### src/hdl/mbet_pkg.sv
`timescale 1ns / 1ps
// ----------------------------------------------------------------------------
// mbet_pkg
// Shared types and constants for the escape-time pixel evaluator: controller
// states, controller-to-datapath commands, status flags and register codes.
// ----------------------------------------------------------------------------
package mbet_pkg;

	localparam int MBET_FRAC_BITS = 28;
	localparam int MBET_DIM_BITS  = 12;

	localparam int PIX_W   = 12;
	localparam int IMG_W   = 13;
	localparam int CNT_W   = 16;
	localparam int GRAY_W  = 8;
	localparam int CFG_W   = 16;
	localparam int CFG_IDX_W = 2;

	localparam logic [IMG_W-1:0] IMAGE_WIDTH_RST  = IMG_W'(1600);
	localparam logic [IMG_W-1:0] IMAGE_HEIGHT_RST = IMG_W'(1200);
	localparam logic [CNT_W-1:0] ITER_LIMIT_RST   = CNT_W'(1000);

	localparam logic [CFG_IDX_W-1:0] CFG_IMAGE_WIDTH  = 2'd0;
	localparam logic [CFG_IDX_W-1:0] CFG_IMAGE_HEIGHT = 2'd1;
	localparam logic [CFG_IDX_W-1:0] CFG_ITER_LIMIT   = 2'd2;

	typedef enum logic [3:0] {
		ST_IDLE,
		ST_CR_GO,
		ST_CR_WAIT,
		ST_CI_GO,
		ST_CI_WAIT,
		ST_ADD,
		ST_MUL,
		ST_GRAY_GO,
		ST_GRAY_WAIT,
		ST_DONE
	} state_t;

	typedef enum logic [1:0] {
		DIV_CR,
		DIV_CI,
		DIV_GRAY
	} div_sel_t;

	typedef struct packed {
		logic     capture;
		logic     div_start;
		div_sel_t div_sel;
		logic     store_cr;
		logic     store_ci;
		logic     store_gray;
		logic     iter_init;
		logic     iter_add;
		logic     iter_mul;
	} cmd_t;

	typedef struct packed {
		logic div_done;
		logic sum_escape;
		logic limit_hit;
		logic range_escape;
	} status_t;

endpackage

### src/hdl/mbet_ctrl.sv
`timescale 1ns / 1ps
// ----------------------------------------------------------------------------
// mbet_ctrl
// Sequencer for one item: map column, map row, iterate, scale the count to a
// gray level, strobe the result.
// ----------------------------------------------------------------------------
module mbet_ctrl
	import mbet_pkg::*;
(
	input  logic    clk,
	input  logic    arst_n,
	input  logic    start,
	input  status_t status,
	output cmd_t    cmd,
	output logic    busy,
	output logic    done
);

	state_t state_q;
	state_t state_nxt;

	always_ff @(posedge clk or negedge arst_n) begin
		if (!arst_n) begin
			state_q <= ST_IDLE;
		end else begin
			state_q <= state_nxt;
		end
	end

	always_comb begin
		state_nxt = state_q;
		unique case (state_q)
			ST_IDLE:      if (start) state_nxt = ST_CR_GO;
			ST_CR_GO:     state_nxt = ST_CR_WAIT;
			ST_CR_WAIT:   if (status.div_done) state_nxt = ST_CI_GO;
			ST_CI_GO:     state_nxt = ST_CI_WAIT;
			ST_CI_WAIT:   if (status.div_done) state_nxt = ST_ADD;
			ST_ADD: begin
				if (status.sum_escape || status.limit_hit) begin
					state_nxt = ST_GRAY_GO;
				end else begin
					state_nxt = ST_MUL;
				end
			end
			ST_MUL: begin
				if (status.range_escape) begin
					state_nxt = ST_GRAY_GO;
				end else begin
					state_nxt = ST_ADD;
				end
			end
			ST_GRAY_GO:   state_nxt = ST_GRAY_WAIT;
			ST_GRAY_WAIT: if (status.div_done) state_nxt = ST_DONE;
			ST_DONE:      state_nxt = ST_IDLE;
			default:      state_nxt = ST_IDLE;
		endcase
	end

	always_comb begin
		cmd         = '0;
		cmd.div_sel = DIV_CR;
		busy        = 1'b1;
		done        = 1'b0;
		unique case (state_q)
			ST_IDLE: begin
				busy        = 1'b0;
				cmd.capture = start;
			end
			ST_CR_GO: begin
				cmd.div_start = 1'b1;
				cmd.div_sel   = DIV_CR;
			end
			ST_CR_WAIT: cmd.store_cr = status.div_done;
			ST_CI_GO: begin
				cmd.div_start = 1'b1;
				cmd.div_sel   = DIV_CI;
			end
			ST_CI_WAIT: begin
				cmd.store_ci  = status.div_done;
				cmd.iter_init = status.div_done;
			end
			ST_ADD: cmd.iter_add = !(status.sum_escape || status.limit_hit);
			ST_MUL: cmd.iter_mul = !status.range_escape;
			ST_GRAY_GO: begin
				cmd.div_start = 1'b1;
				cmd.div_sel   = DIV_GRAY;
			end
			ST_GRAY_WAIT: cmd.store_gray = status.div_done;
			ST_DONE: done = 1'b1;
			default: busy = 1'b1;
		endcase
	end

endmodule

### config.mk
export PLATFORM = sky130hd
export DESIGN_NAME = mbet_ctrl
export DESIGN_NICKNAME = d
export VERILOG_FILES = /design/src/hdl/mbet_pkg.sv /design/src/hdl/mbet_ctrl.sv
export SDC_FILE = /design/constraint.sdc
export NUM_CORES = 1
export LEC_CHECK = 0
export ABC_AREA = 0
export BUFFER_PORTS_ARGS = -buffer_cell sky130_fd_sc_hd__buf_4
export CAP_MARGIN = 20
export CELL_PAD_IN_SITES_DETAIL_PLACEMENT = 1
export CELL_PAD_IN_SITES_GLOBAL_PLACEMENT = 1
export CORE_AREA = 3 3 40 42
export CTS_BUF_LIST = sky130_fd_sc_hd__clkbuf_8
export CTS_CLUSTER_SIZE = 24
export DETAILED_ROUTE_END_ITERATION = 16
export DIE_AREA = 0 0 43 45
export PLACE_DENSITY_LB_ADDON = 0.12
export RECOVER_POWER = 50
export SLEW_MARGIN = 20
export SYNTH_ARGS = -nofsm -noshare
export SYNTH_HDL_FRONTEND = slang
export SYNTH_SLANG_ARGS = --single-unit
export TNS_END_PERCENT = 5
### constraint.sdc
create_clock -name clk -period 1.7 [get_ports clk]
set_clock_uncertainty 0.2 [all_clocks]
set_input_delay 0.17 -clock clk [delete_from_list [all_inputs] [get_ports clk]]
set_output_delay 0.17 -clock clk [all_outputs]
set_load 0.01 [all_outputs]
==> summary.txt <==
Critical path
  • Critical path arrival: 1240 ps
  • Buf/Inv on CP: 1
  • Largest stage delay, worst path: roughly 440 ps
  • WP data required: ~1300 ps
  • CP startpoint kind: flop
  • CP Capture Type: output port
  • WS Path Type: flop to output port
  • CP cell instances: nand2b_1, nor4_1, buf_4
  • Worst setup startpoint: state_q[1]
  • Worst r2r src: state_q[2]
  • Slowest stage cell, crit path: dfrtp_2
  • Critical Path Fanout Max: 9
  • CP delay by family, top: flip-flops

Global routing
  • Largest net degree at the start of global routing: 10
  • Total track usage: 12.26%
  • Initial antenna violation count: 0
  • First-pass GRT wire length: 1.704 mm
  • Vias in the first global route: 361
  • Final global-route overflow total: 0

Min path
  • Worst hold-check path type: input port to flop
  • Min-delay src: status[0]

Synth
  • Mux cell area share after synthesis: 3.019%
  • Synth unique cells: 23
  • Top cells by area, synth: dfrtp_1 (30%), nor2_1 (9.1%), buf_6 (6.8%)
  • Post-synthesis cell count: 41
  • Simple logic cell fraction of the synthesized area: 36.23%
  • Main combinational cell family by area after synthesis: simple AND/OR/NAND/NOR gates
  • Seq/Total Area, Yosys: 30.19%
  • Share of the synthesized area in the top cell type: 30.19%
  • Post-synth top area cell: dfrtp_1
  • Async SR Flop Fraction: 100.0%
  • Synth Net Count: 48
  • Yosys warns: 0
  • Post-synth top cells: nor2_1 (8), dfrtp_1 (4), nand2_1 (4)
  • Syn_area_per_cell: 8.087 µm²
  • Most frequent cell after synthesis: nor2_1
  • Number of synthesized register bits: 4
  • Predominant post-synthesis flop cell: dfrtp_1
  • XOR/XNOR share of the synthesized area: about 2.6%
  • Compound-Gate Fraction of Synth Area: between 10% and 20%
  • Post-Synth Adder-Cell Area: 0%
  • Mapped Area: 331.6 µm²
  • Post-synth EDFFs: 0

Floorplan
  • Core area: 1285 µm²
  • Row cnt: 13
  • Area of the die: 1935 µm²
  • Starting Density: 25.80%
  • Chip Width: about 43 µm
  • Die Y: 45 µm
  • Num ports: 19

Power and ir drop
  • PwrDens: between 1500 and 2000 nW/µm²
  • Clock power frac: between 20 and 25%
  • Flop pwr share: 23.4%
  • Leakage power: 0.2459 nW
  • Internal power: 0.5614 mW
  • Sw Ratio: 41.23%
  • Gate power share: 55.0%
  • P_sw: approximately 0.39 mW
  • Worst vdd ir: 0.5402 mV

STA
  • Max Fclk: 623.0 MHz
  • Final Slew Violations: 0
  • Endpoints failing setup: 0
  • RSZ-0062 raised after global routing: false
  • Final Hold Viols: 0
  • Setup TNS: 0 ps
  • Worst hold slack: 94.83 ps
  • Worst-Margin Slew: 266.8 ps
  • Period utilisation layout: 94.41%
  • Fin crit period: 1605 ps
  • Max-slew headroom: between 80% and 90%

Cells and area
  • Fillers: around 160
  • Multi-input logic area: 193.9 µm²
  • Inserted Diodes: 0
  • Top Registers: state_q (4)
  • Largest register FFs: 4
  • Total Nets Final: a little over 70
  • Register area: 102.6 µm²
  • Layout cell share with drive strength beyond 1: between 40% and 50%
  • Biggest register: state_q
  • Area growth, synth to finish: 55.85%
  • Non-Filler Instances: 77

Routing
  • Vias: 364
  • Wire per inst: 13.53 µm
  • Drt total wl: 1.042 mm
  • Post-route ant nets: 0
  • First-pass iteration count of the detailed router: 3
  • DRC viols: 0
  • Detailed router's first-iteration violation count: 10
  • Via-per-instance ratio: 4.727

Run status
  • Status: finished, final reports clean

Clock network
  • Clock sinks: 4
  • H-tree Lvls: 1
  • CTS clk-pin slew, worst paths: 30 ps
  • Root buf cell: clkbuf_8
  • Setup Buffers After CTS: 0
  • Inserted Clock Buffers: 3
  • CTS tree: yes
  • Clock Tree Buf Depth: 2
  • Clk_lat worst skew: 220 ps

Job
  • MaxCap Viol Count: 0

Place
  • Post-DP HPWL: 765.2 µm
  • I/O Buffers: 18
  • Dpl cells: 73
  • Final Wtd Congestion: 0.7378
-- layout by cell type, fill, tap and decap left out --
cell type,synthesis,routed
a211oi_1,1,1
a21oi_1,1,1
a31o_2,1,1
and3_1,2,2
buf_4,1,18
clkbuf_1,0,2
clkbuf_8,0,3
dfrtp_1,4,2
dfrtp_2,0,2
dlygate4sd3_1,0,1
inv_1,2,2
mux2i_1,1,1
nand2_1,4,4
nand2b_1,1,1
nand2b_4,1,1
nor2_1,8,8
nor2b_1,2,2
nor3_1,2,2
nor3b_1,1,1
nor4_1,1,1
o211a_1,1,1
o21ai_0,1,1
o32a_1,1,1
o41ai_1,1,1
or3_1,1,1
xnor2_1,1,1
-- stage by stage --
step | total power [mW] | instance area [µm²] | utilization, % | setup WS, ps
after floorplan | 0.5698 | 331.6 | - | 228.5
after global placement | 0.7612 | 470.5 | 36.61 | 278.1
after detailed placement | 0.7601 | 470.5 | 36.61 | 261.3
after CTS | 0.9791 | 521.8 | 40.60 | 25.46
after global routing | 1.047 | 516.7 | 40.21 | 8.911
final | 0.9552 | 516.7 | 40.21 | 94.98
-- layer usage --
layer | wire length (µm) | up-vias | track usage [%]
met4 | 12 | 0 | 7.229
met3 | 69 | 2 | 3.586
li1 | - | 185 | -
met1 | 460 | 163 | 15.25
met2 | 501 | 14 | 18.86
met5 | 0 | - | 0
-- tightest hold or removal path, stage by stage --
cell	delay, ps
buf_4	80
o21ai_0	70
a21oi_1	140
-- cell families (layout without fill, tap and decap cells) --
logic type | Yosys count | count (layout)
XOR/XNOR | 1 | 1
flip-flops | 4 | 4
multiplexers | 1 | 1
AO/OA/AOI/OAI | 7 | 7
AND/OR/NAND/NOR | 23 | 23
buffers and inverters | 5 | 26
-- worst paths after layout --
kind	endpoint	slack, ps	cells after the start
max in group asynchronous	state_q[1]	990	2
max	cmd[1]	90	3
min reg2reg	state_q[2]	400	2
min in group asynchronous	state_q[0]	120	2
min	state_q[1]	90	3
max reg2reg	state_q[0]	340	3
-- area by class of cell --
class	count	area share [%]
multi-input combinational	32	37.53
timing repair buffer	21	29.54
sequential	4	19.85
clock buffer	3	7.990
tap	15	3.632
inverter	2	1.453
-- repair_timing --
action                                  in CTS  in global routing
resized for setup                            0                  2
endpoints found under the setup margin       0                  6
hold buffers                                 1                  0
endpoints found under the hold margin        4                  0
-- power groups by stage --
stage	clock network, mW	registers, mW	logic [mW]
after floorplan	0	0.186	0.384
after global placement	0	0.217	0.544
after detailed placement	0	0.222	0.538
after CTS	0.212	0.221	0.546
after global routing	0.219	0.241	0.587
final	0.206	0.224	0.525
No activity file was read; power rests on OpenSTA's default activity.
